### src/sv/cdd_pkg.sv
// Shared types, constants and helper functions for the calendar date decrement block.
package cdd_pkg;

  localparam int AMOUNT_WIDTH_DEF = 16;

  localparam logic [1:0] MODE_DAY   = 2'd0;
  localparam logic [1:0] MODE_MONTH = 2'd1;
  localparam logic [1:0] MODE_YEAR  = 2'd2;

  localparam logic [12:0] RECIP_25    = 13'd5242;
  localparam int          RECIP_SHIFT = 17;

  localparam logic [8:0]  RES_AT_MIN_YEAR_WRAP = 9'd367;
  localparam logic [9:0]  MIN_YEAR_RES_OFFSET  = 10'd32;
  localparam logic [9:0]  CYCLE_YEARS          = 10'd400;
  localparam logic [15:0] YEAR_MIN             = 16'h8000;

  localparam logic [4:0] MONTH_LEN [0:12] = '{
    5'd0, 5'd31, 5'd28, 5'd31, 5'd30, 5'd31, 5'd30,
    5'd31, 5'd31, 5'd30, 5'd31, 5'd30, 5'd31
  };

  typedef struct packed {
    logic [1:0]         mode;
    logic [15:0]        amount;
    logic [4:0]         day_in;
    logic [3:0]         month_in;
    logic signed [15:0] year_in;
  } cdd_in_t;

  typedef struct packed {
    logic [4:0]         day_out;
    logic [3:0]         month_out;
    logic signed [15:0] year_out;
  } cdd_out_t;

  typedef enum logic [2:0] {
    ST_IDLE,
    ST_MUL,
    ST_MOD,
    ST_RES,
    ST_RUN,
    ST_DONE
  } cdd_state_t;

  typedef struct packed {
    logic load;
    logic prep_mul;
    logic prep_mod;
    logic prep_res;
    logic step;
    logic year_sub;
    logic emit;
  } cdd_cmd_t;

  typedef struct packed {
    logic cnt_zero;
    logic steps;
    logic is_year;
    logic out_free;
  } cdd_sts_t;

  function automatic logic is_leap(input logic [8:0] res);
    return (res == 9'd0) ||
           ((res[1:0] == 2'd0) && (res != 9'd100) && (res != 9'd200) && (res != 9'd300));
  endfunction

  function automatic logic [4:0] month_days(input logic [3:0] m, input logic leap);
    logic [4:0] len;
    len = 5'd31;
    if (m == 4'd2) begin
      len = leap ? 5'd29 : 5'd28;
    end else if ((m >= 4'd1) && (m <= 4'd12)) begin
      len = MONTH_LEN[m];
    end
    return len;
  endfunction

endpackage

### src/sv/calendar_date_decrement.sv
// Top level of the calendar date decrement block.
// Sequence: ST_MUL, ST_MOD and ST_RES set up the leap residue; ST_RUN steps back one
// day or month per unit in day and month modes, subtracts the years in year mode and
// leaves mode three as loaded; then ST_DONE emits the result. One beat is in the core
// at a time, but the result register lets the next beat in while a result waits.
// Reset: rst_n synchronous, active low; clears the sequencer and out_valid.
module calendar_date_decrement #(
  parameter int AMOUNT_WIDTH = cdd_pkg::AMOUNT_WIDTH_DEF
) (
  input  logic              clk,
  input  logic              rst_n,
  input  logic              in_valid,
  output logic              in_ready,
  input  cdd_pkg::cdd_in_t  in_data,
  output logic              out_valid,
  input  logic              out_ready,
  output cdd_pkg::cdd_out_t out_data
);

  cdd_pkg::cdd_cmd_t cmd;
  cdd_pkg::cdd_sts_t sts;

  cdd_ctrl u_ctrl (
    .clk      (clk),
    .rst_n    (rst_n),
    .in_valid (in_valid),
    .in_ready (in_ready),
    .sts      (sts),
    .cmd      (cmd)
  );

  cdd_dp #(
    .AMOUNT_WIDTH (AMOUNT_WIDTH)
  ) u_dp (
    .clk       (clk),
    .rst_n     (rst_n),
    .in_data   (in_data),
    .cmd       (cmd),
    .sts       (sts),
    .out_valid (out_valid),
    .out_ready (out_ready),
    .out_data  (out_data)
  );

  a_emit_free: assert property (@(posedge clk) disable iff (!rst_n)
    cmd.emit |-> (!out_valid || out_ready))
    else $error("result written over an untaken beat");

  a_busy_after_accept: assert property (@(posedge clk) disable iff (!rst_n)
    (in_valid && in_ready) |=> !in_ready)
    else $error("input ready while a beat is in progress");

  a_out_from_emit: assert property (@(posedge clk) disable iff (!rst_n)
    $rose(out_valid) |-> $past(cmd.emit))
    else $error("result shown without an emit");

  a_step_needs_count: assert property (@(posedge clk) disable iff (!rst_n)
    cmd.step |-> (!sts.cnt_zero && sts.steps))
    else $error("step issued with no count left");

endmodule

### src/sv/cdd_ctrl.sv
// Sequencing state machine for the calendar date decrement block.
module cdd_ctrl (
  input  logic             clk,
  input  logic             rst_n,
  input  logic             in_valid,
  output logic             in_ready,
  input  cdd_pkg::cdd_sts_t sts,
  output cdd_pkg::cdd_cmd_t cmd
);

  cdd_pkg::cdd_state_t state_r, state_nxt;

  always_ff @(posedge clk) begin
    if (!rst_n) begin
      state_r <= cdd_pkg::ST_IDLE;
    end else begin
      state_r <= state_nxt;
    end
  end

  always_comb begin
    state_nxt = state_r;
    case (state_r)
      cdd_pkg::ST_IDLE: begin
        if (in_valid) state_nxt = cdd_pkg::ST_MUL;
      end
      cdd_pkg::ST_MUL: state_nxt = cdd_pkg::ST_MOD;
      cdd_pkg::ST_MOD: state_nxt = cdd_pkg::ST_RES;
      cdd_pkg::ST_RES: state_nxt = cdd_pkg::ST_RUN;
      cdd_pkg::ST_RUN: begin
        if (!(sts.steps && !sts.cnt_zero)) state_nxt = cdd_pkg::ST_DONE;
      end
      cdd_pkg::ST_DONE: begin
        if (sts.out_free) state_nxt = cdd_pkg::ST_IDLE;
      end
      default: state_nxt = cdd_pkg::ST_IDLE;
    endcase
  end

  always_comb begin
    cmd      = '0;
    in_ready = 1'b0;
    case (state_r)
      cdd_pkg::ST_IDLE: begin
        in_ready = 1'b1;
        cmd.load = in_valid;
      end
      cdd_pkg::ST_MUL: cmd.prep_mul = 1'b1;
      cdd_pkg::ST_MOD: cmd.prep_mod = 1'b1;
      cdd_pkg::ST_RES: cmd.prep_res = 1'b1;
      cdd_pkg::ST_RUN: begin
        cmd.step     = sts.steps && !sts.cnt_zero;
        cmd.year_sub = sts.is_year;
      end
      cdd_pkg::ST_DONE: cmd.emit = sts.out_free;
      default: cmd = '0;
    endcase
  end

endmodule

### src/sv/cdd_dp.sv
// Date registers, leap residue tracking, step logic and output register.
module cdd_dp #(
  parameter int AMOUNT_WIDTH = cdd_pkg::AMOUNT_WIDTH_DEF
) (
  input  logic              clk,
  input  logic              rst_n,
  input  cdd_pkg::cdd_in_t  in_data,
  input  cdd_pkg::cdd_cmd_t cmd,
  output cdd_pkg::cdd_sts_t sts,
  output logic              out_valid,
  input  logic              out_ready,
  output cdd_pkg::cdd_out_t out_data
);

  logic [1:0]              mode_r, mode_nxt;
  logic [AMOUNT_WIDTH-1:0] cnt_r, cnt_nxt;
  logic [4:0]              day_r, day_nxt;
  logic [3:0]              mon_r, mon_nxt;
  logic [15:0]             year_r, year_nxt;
  logic [8:0]              res_r, res_nxt;
  logic [24:0]             prod_r, prod_nxt;
  logic [4:0]              r25_r, r25_nxt;
  logic                    out_valid_r, out_valid_nxt;
  cdd_pkg::cdd_out_t       out_data_r, out_data_nxt;

  logic [31:0] amt32;
  logic [31:0] cnt32;
  logic [4:0]  day0;
  logic [3:0]  mon0;
  logic [11:0] x12;
  logic [7:0]  q8;
  logic [12:0] q25;
  logic [12:0] t13;
  logic [5:0]  t6;
  logic [9:0]  r400;
  logic [9:0]  res_sum;
  logic        mon_wrap;
  logic [3:0]  mon_step;
  logic [15:0] year_step;
  logic [8:0]  res_dec;
  logic [8:0]  res_step;
  logic [4:0]  lim;

  assign amt32 = {16'b0, in_data.amount};
  assign cnt32 = 32'(cnt_r);
  assign day0  = (in_data.day_in == 5'd0) ? 5'd1 : in_data.day_in;
  assign mon0  = (in_data.month_in == 4'd0) ? 4'd1 :
                 (in_data.month_in > 4'd12) ? 4'd12 : in_data.month_in;

  assign x12     = year_r[15:4] ^ 12'h800;
  assign q8      = prod_r[24:cdd_pkg::RECIP_SHIFT];
  assign q25     = 13'(q8) * 13'd25;
  assign t13     = {1'b0, x12} - q25;
  assign t6      = t13[5:0];
  assign r400    = {1'b0, r25_r, year_r[3:0]};
  assign res_sum = r400 + cdd_pkg::MIN_YEAR_RES_OFFSET;

  assign mon_wrap  = (mon_r == 4'd1);
  assign mon_step  = mon_wrap ? 4'd12 : mon_r - 4'd1;
  assign year_step = mon_wrap ? year_r - 16'd1 : year_r;
  assign res_dec   = (year_r == cdd_pkg::YEAR_MIN) ? cdd_pkg::RES_AT_MIN_YEAR_WRAP :
                     (res_r == 9'd0) ? 9'd399 : res_r - 9'd1;
  assign res_step  = mon_wrap ? res_dec : res_r;
  assign lim       = cdd_pkg::month_days(mon_step, cdd_pkg::is_leap(res_step));

  always_comb begin
    mode_nxt      = mode_r;
    cnt_nxt       = cnt_r;
    day_nxt       = day_r;
    mon_nxt       = mon_r;
    year_nxt      = year_r;
    res_nxt       = res_r;
    prod_nxt      = prod_r;
    r25_nxt       = r25_r;
    out_data_nxt  = out_data_r;
    out_valid_nxt = out_valid_r && !out_ready;
    if (cmd.load) begin
      mode_nxt = in_data.mode;
      cnt_nxt  = amt32[AMOUNT_WIDTH-1:0];
      day_nxt  = day0;
      mon_nxt  = mon0;
      year_nxt = in_data.year_in;
    end
    if (cmd.prep_mul) begin
      prod_nxt = 25'(x12) * 25'(cdd_pkg::RECIP_25);
    end
    if (cmd.prep_mod) begin
      r25_nxt = (t6 >= 6'd25) ? 5'(t6 - 6'd25) : t6[4:0];
    end
    if (cmd.prep_res) begin
      res_nxt = (res_sum >= cdd_pkg::CYCLE_YEARS) ?
                9'(res_sum - cdd_pkg::CYCLE_YEARS) : res_sum[8:0];
    end
    if (cmd.step) begin
      cnt_nxt = cnt_r - AMOUNT_WIDTH'(1);
      if (mode_r == cdd_pkg::MODE_MONTH) begin
        mon_nxt  = mon_step;
        year_nxt = year_step;
        res_nxt  = res_step;
        day_nxt  = (day_r > lim) ? lim : day_r;
      end else if (day_r == 5'd1) begin
        mon_nxt  = mon_step;
        year_nxt = year_step;
        res_nxt  = res_step;
        day_nxt  = lim;
      end else begin
        day_nxt = day_r - 5'd1;
      end
    end
    if (cmd.year_sub) begin
      year_nxt = year_r - cnt32[15:0];
    end
    if (cmd.emit) begin
      out_valid_nxt          = 1'b1;
      out_data_nxt.day_out   = day_r;
      out_data_nxt.month_out = mon_r;
      out_data_nxt.year_out  = year_r;
    end
  end

  always_ff @(posedge clk) begin
    if (!rst_n) begin
      out_valid_r <= 1'b0;
    end else begin
      out_valid_r <= out_valid_nxt;
    end
  end

  always_ff @(posedge clk) begin
    mode_r     <= mode_nxt;
    cnt_r      <= cnt_nxt;
    day_r      <= day_nxt;
    mon_r      <= mon_nxt;
    year_r     <= year_nxt;
    res_r      <= res_nxt;
    prod_r     <= prod_nxt;
    r25_r      <= r25_nxt;
    out_data_r <= out_data_nxt;
  end

  assign sts.cnt_zero = (cnt_r == '0);
  assign sts.steps    = (mode_r == cdd_pkg::MODE_DAY) || (mode_r == cdd_pkg::MODE_MONTH);
  assign sts.is_year  = (mode_r == cdd_pkg::MODE_YEAR);
  assign sts.out_free = !out_valid_r || out_ready;

  assign out_valid = out_valid_r;
  assign out_data  = out_data_r;

endmodule

### config.mk
export PLATFORM = sky130hd
export DESIGN_NAME = calendar_date_decrement
export DESIGN_NICKNAME = d
export VERILOG_FILES = /design/src/sv/cdd_pkg.sv /design/src/sv/calendar_date_decrement.sv /design/src/sv/cdd_ctrl.sv /design/src/sv/cdd_dp.sv
export SDC_FILE = /design/constraint.sdc
export NUM_CORES = 1
export LEC_CHECK = 0
export BUFFER_PORTS_ARGS = -buffer_cell sky130_fd_sc_hd__buf_4
export CAP_MARGIN = 25
export CORE_AREA = 3 3 179 181
export CTS_CLUSTER_DIAMETER = 30
export DETAILED_ROUTE_END_ITERATION = 12
export DIE_AREA = 0 0 182 184
export SYNTH_ARGS = -nofsm -noshare
export SYNTH_HDL_FRONTEND = slang
export SYNTH_SLANG_ARGS = --single-unit
### constraint.sdc
create_clock -name clk -period 14.3 [get_ports clk]
set_input_delay 0 -clock clk [delete_from_list [all_inputs] [get_ports clk]]
set_output_delay 0 -clock clk [all_outputs]
set_load 0.02 [all_outputs]
==> flow_summary.json, run 1 <==
{
  "overflow": 0,
  "synth_edf_count": 59,
  "cts_root_buffer": "clkbuf_16",
  "grt.met2_usage_pct": 23.3,
  "skew_ns": 0.00862,
  "hold_path.class": "in -> reg",
  "busiest_layer": "met2",
  "critPathSlowestCell": "dfxtp_1",
  "arrival_ns": 5.62,
  "core_area_sq_um": 30600,
  "drv_cap": 0,
  "gr-usage-met3_pct": 2.06,
  "synthCells": 964,
  "synth_warnings": 0,
  "cpPeakStageDelay_ns": 0.69,
  "cts_tree": "yes",
  "synth.area.top_cells": "edfxtp_1 (20%), ha_1 (19%), fa_1 (9.7%), dfxtp_1 (7.5%), inv_1 (5.5%)",
  "synth_area_sq_um": 8840,
  "multi_input_area_sq_um": 5810,
  "track_usage_pct": 13.8,
  "ys.flop_type": "edfxtp_1",
  "clockBufferDepth": 2,
  "status": "complete, no violations",
  "yosysTopAreaCell": "edfxtp_1",
  "antenna_found_initial": 0,
  "ys_seq_area_share_pct": 27.5,
  "setup_viol": 0,
  "numCtsBuffers": 9,
  "yosysMostFrequentCell": "ha_1",
  "grt_max_degree": 35,
  "yosysTopAreaCellShare_pct": 20.0,
  "ys_async_sr_fraction_pct": 0,
  "routedWlPerCell_um": 15.7,
  "netlist_top_cells_count": "ha_1 (137), inv_1 (129), nand2_1 (68), nor2_1 (64), edfxtp_1 (59)",
  "path_clk_slew_ns": 0.07,
  "hold_violations": 0,
  "fp.dieArea_sq_um": 33500,
  "fmax_mhz": 181,
  "crit_type": "reg -> reg",
  "placementRows": 64,
  "hold_start": "in_data[39]",
  "seq_area_sq_um": 2430,
  "drtIter0Drc": 430,
  "die_h_um": 184,
  "rrSetupSlack_ns": 8.76,
  "insertion_delay_ns": 0.35,
  "grt_pass1_wl_um": 37200,
  "start_kind": "flop",
  "cts.sinks": 92,
  "fin_setup_tns_ns": 0,
  "path_cells": "fa_1 -> ha_1 -> inv_1 -> fa_1 -> fa_1 -> inv_1 -> fa_1 -> ha_1 -> a21oi_1 -> o22ai_1 -> o21a_1 -> or4_1 -> o221ai_1 -> nor2_1 -> a2111oi_0 -> xnor2_1",
  "dp_hpwl_um": 18300,
  "cts_max_level": 3,
  "drc": 0,
  "layout-drive-gt1-share_pct": 11.1,
  "firstDrtPassIters": 5,
  "vias": 7184,
  "slew_headroom_pct": 47.3,
  "rsz0062_at_grt": "no",
  "r2r_end": "u_dp.prod_r[22]",
  "finalMaxSlewViolations": 0,
  "ys_ff_latch": 92,
  "syn_area_per_cell_sq_um": 9.17,
  "syn-num-nets": 1191,
  "wl_um": 22900,
  "initial_core_util_pct": 28.9,
  "area_growth_pct": 17.2,
  "worstMarginPinSlew_ns": 0.788,
  "portBuffers": 73,
  "die_w_um": 182,
  "met1_usage_pct": 18.7,
  "gp_congestion": 0.896,
  "viasPerCell": 4.93,
  "ant_nets": 0,
  "hold_depth": 3,
  "timing.rr.start": "u_dp.year_r[13]",
  "layout.nets": 1283,
  "io_pins": 74,
  "r2r_cells": 16,
  "cp_common_cell": "fa_1",
  "num_antenna_cells": 0,
  "period_share_pct": 38.7,
  "crit_required_ns": 14.38,
  "fillers": 3167,
  "endpoint_kind": "flop",
  "period_needed_ns": 5.54,
  "synth_cell_type_count": 67,
  "min_to": "u_dp.cnt_r[14]",
  "path_max_fanout": 11,
  "grt_pass1_vias": 7040
}
## layer usage
layer,share of wire [%],vias to the layer above
met5,0,-
met2,48,190
met4,1.1,0
li1,-,3566
met3,4.6,17
met1,46,3411
## timing repair
item / CTS / global route
buffers inserted: 0 / 0
endpoints found under the hold margin: 28 / 0
resized for setup: 0 / 0
hold buffers: 25 / 0
## logic make-up (layout without fill, tap and decap cells)
family | after synthesis | after routing | share of synthesized area (%)
and+or+nand+nor | 255 | 255 | 14.2
AOI/OAI and AO/OA | 216 | 216 | 15.7
adders and majority gates | 180 | 180 | 29.1
buffers and inverters | 155 | 252 | 6.85
DFF | 92 | 92 | 27.5
xor gates and xnor gates | 61 | 61 | 6.04
muxes | 5 | 5 | 0.594
## layout by cell type, fill, tap and decap left out, types with 18 or more instances in the layout
master         instances
ha_1                 137
inv_1                129
buf_4                 81
nand2_1               68
nor2_1                62
edfxtp_1              59
o21ai_0               57
a21oi_1               44
fa_1                  43
xnor2_1               42
dfxtp_1               33
dlygate4sd3_1         25
nand3_1               22
nor3_1                21
xor2_1                19
a31oi_1               18
## critical path: cells and delay by family (launching register included)
family / cells / cell delay [ns]
compound gates: 5 / 1.18
xor+xnor: 1 / 0.16
fa+ha+maj: 6 / 2.62
buf+inv: 2 / 0.14
flops: 1 / 0.69
simple gates: 2 / 0.48
## stage by stage
stage | setup WS (ns) | hold slack [ns] | utilization [%] | instance area (sq um) | std cells
floorplan | 9.23 | 0.0989 | - | 8840 | 964
global placement | 8.92 | 0.180 | 32.1 | 9830 | 1416
detailed placement | 8.77 | 0.180 | 32.1 | 9830 | 1416
CTS | 8.74 | 0.0176 | 33.9 | 10400 | 1457
global route | 8.40 | 0.0336 | 33.9 | 10400 | 1457
finish | 8.76 | 0.0282 | 33.9 | 10400 | 1457
## area by class of cell
type                    instances  share of cell area (%)
clock buffers                  11                    2.34
clock inverters                 5                   0.386
inverters                     130                    4.71
multi-input cells             717                    56.0
flip-flops and latches         92                    23.5
well taps                     396                    4.78
repair buffers                106                    8.28
## how the worst max path moves through the flow
stage	from	to	slack [ns]
after global placement	u_dp.year_r[13]	u_dp.prod_r[22]	8.92
after detailed placement	u_dp.year_r[13]	u_dp.prod_r[22]	8.77
after global routing	u_dp.year_r[13]	u_dp.prod_r[22]	8.40
final	u_dp.year_r[13]	u_dp.prod_r[22]	8.76
after floorplan	u_dp.year_r[13]	u_dp.prod_r[22]	9.23
after CTS	u_dp.year_r[13]	u_dp.prod_r[22]	8.74
## sequential cells by signal, indices dropped and copies added (netlist names), 2 cells and up
register        cells
u_dp.res_r          9
u_dp.year_r        16
u_dp.cnt_r         16
u_dp.prod_r         6
u_dp.out_data      25
u_dp.mode_r         2
u_ctrl.state_r      3
u_dp.mon_r          4
u_dp.r25_r          5
u_dp.day_r          5
Power of run 1 is left out: the tool's default activity adds up to more than one toggle a clock period on the data nets, which glitch-free logic cannot reach.
==> run 2: changes to the inputs <==
- clock period: 14.3 -> 5.49 ns (I/O delays scaled with it)
==> run 2 against run 1 <==
Compared with the run above:
- critical path depth unchanged
- register-to-register slack worse by 8.4 ns
- via count up 1.7%
- global-route usage up 0.27 points
- sequential share of layout area down 0.27 points
- core utilization up 0.40 points
- non-clock buffer count up 13
- sequential cell count unchanged
==> flow_summary.json, run 2 (synthesis results as in run 1) <==
{
  "arrival_ns": 5.28,
  "vias": 7308,
  "area_growth_pct": 18.6,
  "wl_um": 23700,
  "grt_pass1_wl_um": 37800,
  "path_clk_slew_ns": 0.08,
  "setup_viol": 0,
  "timing.rr.start": "u_dp.year_r[13]",
  "viasPerCell": 4.97,
  "clockBufferDepth": 2,
  "initial_core_util_pct": 28.9,
  "grt_pass1_vias": 7039,
  "drtIter0Drc": 505,
  "layout-drive-gt1-share_pct": 12.4,
  "crit_start": "u_dp.year_r[13]",
  "skew_ns": 0.0143,
  "track_usage_pct": 14.1,
  "drc": 0,
  "fin_util_pct": 34.3,
  "finalMaxSlewViolations": 0,
  "layout_commonest_cell": "ha_1",
  "period_needed_ns": 5.17,
  "crit_type": "reg -> reg",
  "overflow": 0,
  "r2r_cells": 16,
  "mostFrequentLayoutCells": "ha_1 (137), inv_1 (129), buf_4 (94)",
  "hold_path.class": "in -> reg",
  "status": "complete, no violations",
  "postCtsSetupBuffers": 0,
  "rrSetupSlack_ns": 0.32,
  "cts_max_level": 3,
  "period_share_pct": 94.2,
  "cts.sinks": 92,
  "grt_max_degree": 35,
  "holdWs_ns": 0.0124,
  "slew_headroom_pct": 46.7,
  "die_h_um": 184,
  "portBuffers": 73,
  "io_pins": 74,
  "placed_cell_area_sq_um": 9930,
  "start_kind": "flop",
  "endpoint_kind": "flop",
  "fin_setup_tns_ns": 0,
  "path_max_fanout": 6,
  "drv_cap": 0,
  "cpPeakStageDelay_ns": 0.56,
  "cts_root_buffer": "clkbuf_16",
  "antenna_found_initial": 0,
  "crit_required_ns": 5.60,
  "routedWlPerCell_um": 16.1,
  "gp_congestion": 0.891,
  "worstMarginPinSlew_ns": 0.792,
  "cp-endpoint": "u_dp.prod_r[22]",
  "dp_hpwl_um": 18900,
  "placementRows": 64,
  "largest_register_ffs": 25,
  "cts_tree": "yes",
  "r2r_end": "u_dp.prod_r[22]",
  "fmax_mhz": 193,
  "ant_nets": 0,
  "cp_common_cell": "fa_1",
  "insertion_delay_ns": 0.36,
  "path_cells": "fa_1 -> ha_1 -> inv_1 -> fa_1 -> fa_1 -> inv_1 -> fa_1 -> ha_1 -> a21oi_1 -> o22ai_1 -> o21a_1 -> or4_1 -> o221ai_1 -> nor2_1 -> a2111oi_2 -> xnor2_1",
  "numCtsBuffers": 9,
  "rsz0062_at_grt": "no",
  "hold_violations": 0,
  "fp.dieArea_sq_um": 33500,
  "num_antenna_cells": 0,
  "layout.nets": 1296,
  "die_w_um": 182,
  "core_area_sq_um": 30600,
  "critPathSlowestCell": "fa_1",
  "design_area_sq_um": 10500,
  "firstDrtPassIters": 5
}
run 2: final cells by class:
cell class | instances | area, sq um
flip-flops and latches | 92 | 2430
repair buffers | 119 | 956
inverters | 130 | 488
multi-input cells | 717 | 5820
well taps | 396 | 495
clock inverters | 7 | 75.1
fillers | 3159 | 20100
clock buffers | 9 | 225
run 2: repair_timing:
action	CTS	global route
hold buffers	25	0
endpoints found under the hold margin	28	0
endpoints found under the setup margin	0	1
gates resized for setup	0	2
run 2: how the worst min path moves through the flow:
stage                      from        endpoint  slack, ns  cells after the start
floorplan           in_data[41]  u_dp.mode_r[0]        0.1                      0
detailed placement  in_data[41]  u_dp.mode_r[0]       0.18                      1
finish                out_ready  u_dp.out_valid       0.01                      3
CTS                   out_ready  u_dp.out_valid       0.03                      3
global route        in_data[40]  u_dp.cnt_r[15]       0.04                      3
global placement    in_data[41]  u_dp.mode_r[0]       0.18                      1
run 2: critical path, delay by kind of cell, from the launching register on:
family,cells,cell delay (ns)
xor gates and xnor gates,1,0.13
DFF,1,0.50
buffers and inverters,2,0.13
AOI/OAI and AO/OA,5,1.06
and+or+nand+nor,2,0.51
adders and majority gates,6,2.60
run 2: stage by stage:
stage	worst slack, ns	instances
2_1_floorplan	0.423	964
3_3_place_gp	0.304	1429
3_5_place_dp	0.209	1429
4_1_cts	0.173	1470
5_1_grt	0.00321	1470
6_report	0.320	1470
run 2: metal layers:
metal / part of all wire [%] / GRT usage [%] / vias up
met5: 0 / 0 / -
met1: 47 / 19.6 / 3520
li1: - / - / 3588
met3: 4.1 / 1.82 / 13
met4: 0.71 / 2.19 / 0
met2: 48 / 23.7 / 187
Power of run 2 is left out for the same reason.
==> run 3: changes to the inputs <==
- CTS_BUF_LIST: unset -> sky130_fd_sc_hd__clkbuf_4 sky130_fd_sc_hd__clkbuf_8
- SETUP_SLACK_MARGIN: unset -> 0.5
==> run 3 against run 2 <==
Compared with the run above:
- clock-buffer cell count is the same
- hold slack worse by 0.0028 ns
- non-clock buffer count increased by 6
- core utilization grew 0.066 points
- critical endpoint unchanged
==> flow_summary.json, run 3 (synthesis results as in run 1) <==
{
  "wl_um": 23800,
  "fmax_mhz": 210,
  "placementRows": 64,
  "cts_root_buffer": "clkbuf_8",
  "drc": 0,
  "routedWlPerCell_um": 16.1,
  "initial_core_util_pct": 28.9,
  "vias": 7296,
  "rsz0062_at_grt": "no",
  "grt_pass1_wl_um": 37600,
  "viasPerCell": 4.94,
  "fillers": 3183,
  "numCtsBuffers": 9,
  "cts.sinks": 92,
  "crit_required_ns": 5.64,
  "overflow": 0,
  "layout-drive-gt1-share_pct": 13.4,
  "critPathTopFamily": "adder cells",
  "path_cells": "buf_12 -> fa_1 -> ha_1 -> fa_1 -> fa_1 -> fa_1 -> ha_1 -> nand3_1 -> o22ai_1 -> o21a_1 -> or4_4 -> o221ai_4 -> nor2_1 -> a2111oi_2 -> xnor2_1",
  "cts_max_level": 3,
  "hold_path.class": "in -> reg",
  "clockBufferDepth": 2,
  "firstDrtPassIters": 5,
  "rrSetupSlack_ns": 0.72,
  "crit_buf_inv": 1,
  "cp_common_cell": "fa_1",
  "period_share_pct": 86.9,
  "fp.dieArea_sq_um": 33500,
  "antenna_found_initial": 0,
  "grt_pass1_vias": 7036,
  "status": "complete, no violations",
  "gp_congestion": 0.906,
  "skew_ns": 0.0132,
  "cpPeakStageDelay_ns": 0.50,
  "num_antenna_cells": 0,
  "setup_viol": 0,
  "drv_cap": 0,
  "layout_commonest_cell": "ha_1",
  "grt_max_degree": 35,
  "insertion_delay_ns": 0.39,
  "track_usage_pct": 14.1,
  "seq_area_sq_um": 2440,
  "critPathSlowestCell": "fa_1",
  "mostFrequentLayoutCells": "ha_1 (136), inv_1 (129), buf_4 (96)",
  "dp_hpwl_um": 18900,
  "path_max_fanout": 6,
  "portBuffers": 73,
  "hold_violations": 0,
  "fin_setup_tns_ns": 0,
  "die_w_um": 182,
  "area_growth_pct": 18.8,
  "period_needed_ns": 4.77,
  "arrival_ns": 4.92,
  "die_h_um": 184,
  "drtIter0Drc": 507,
  "start_kind": "flop",
  "layout.nets": 1302,
  "multi_input_area_sq_um": 5860,
  "ant_nets": 0,
  "slew_headroom_pct": 44.6,
  "core_area_sq_um": 30600,
  "endpoint_kind": "flop",
  "cts_tree": "yes",
  "path_clk_slew_ns": 0.11,
  "fin_util_pct": 34.4,
  "io_pins": 74,
  "finalMaxSlewViolations": 0,
  "crit_type": "reg -> reg",
  "worstMarginPinSlew_ns": 0.830,
  "largest_register_ffs": 25
}
## run 3: area by class of cell
cell class | instances | area share, %
clock buffer | 9 | 1.18
clock inverter | 7 | 0.726
inverter | 130 | 4.64
multi-input combinational | 717 | 55.8
sequential | 92 | 23.2
tap | 396 | 4.72
timing repair buffer | 125 | 9.72
## run 3: per-stage QoR
stage,cell area (sq um),cells,hold slack [ns],setup slack [ns]
global placement,9930,1429,0.181,0.330
global route,10500,1476,0.0333,0.515
floorplan,8840,964,0.0989,0.504
finish,10500,1476,0.00958,0.717
detailed placement,9930,1429,0.181,0.226
CTS,10400,1473,0.00493,0.517
## run 3: metal layers
| layer | wire (um) | track usage, % | part of all wire [%] |
|---|---|---|---|
| met1 | 11100 | 19.6 | 46 |
| met2 | 11300 | 23.3 | 47 |
| met3 | 1050 | 1.94 | 4.4 |
| met4 | 400 | 3.44 | 1.7 |
| met5 | 0 | 0 | 0 |
## run 3: worst reg2reg max path: stages (launching register included)
cell,delay [ns]
dfxtp_4,0.39
buf_12,0.14
fa_1,0.46
ha_1,0.32
fa_1,0.47
fa_1,0.50
fa_1,0.49
ha_1,0.32
nand3_1,0.09
o22ai_1,0.08
o21a_1,0.18
or4_4,0.44
o221ai_4,0.21
nor2_1,0.09
a2111oi_2,0.24
xnor2_1,0.12
## run 3: path summary, 6_finish.rpt
path,from,end,cells past startpoint
max,u_dp.year_r[14],u_dp.prod_r[22],15
min,out_ready,u_dp.out_valid,3
max reg2reg,u_dp.year_r[14],u_dp.prod_r[22],15
min reg2reg,u_dp.year_r[12],u_dp.out_data[12],0
## run 3: timing repair
action,in CTS,in global routing
hold endpoints to repair,30,0
gates resized for setup,4,10
endpoints found under the setup margin,1,7
buffers inserted,0,3
hold buffers,28,0
pin swaps,0,6
Power of run 3 is left out for the same reason.
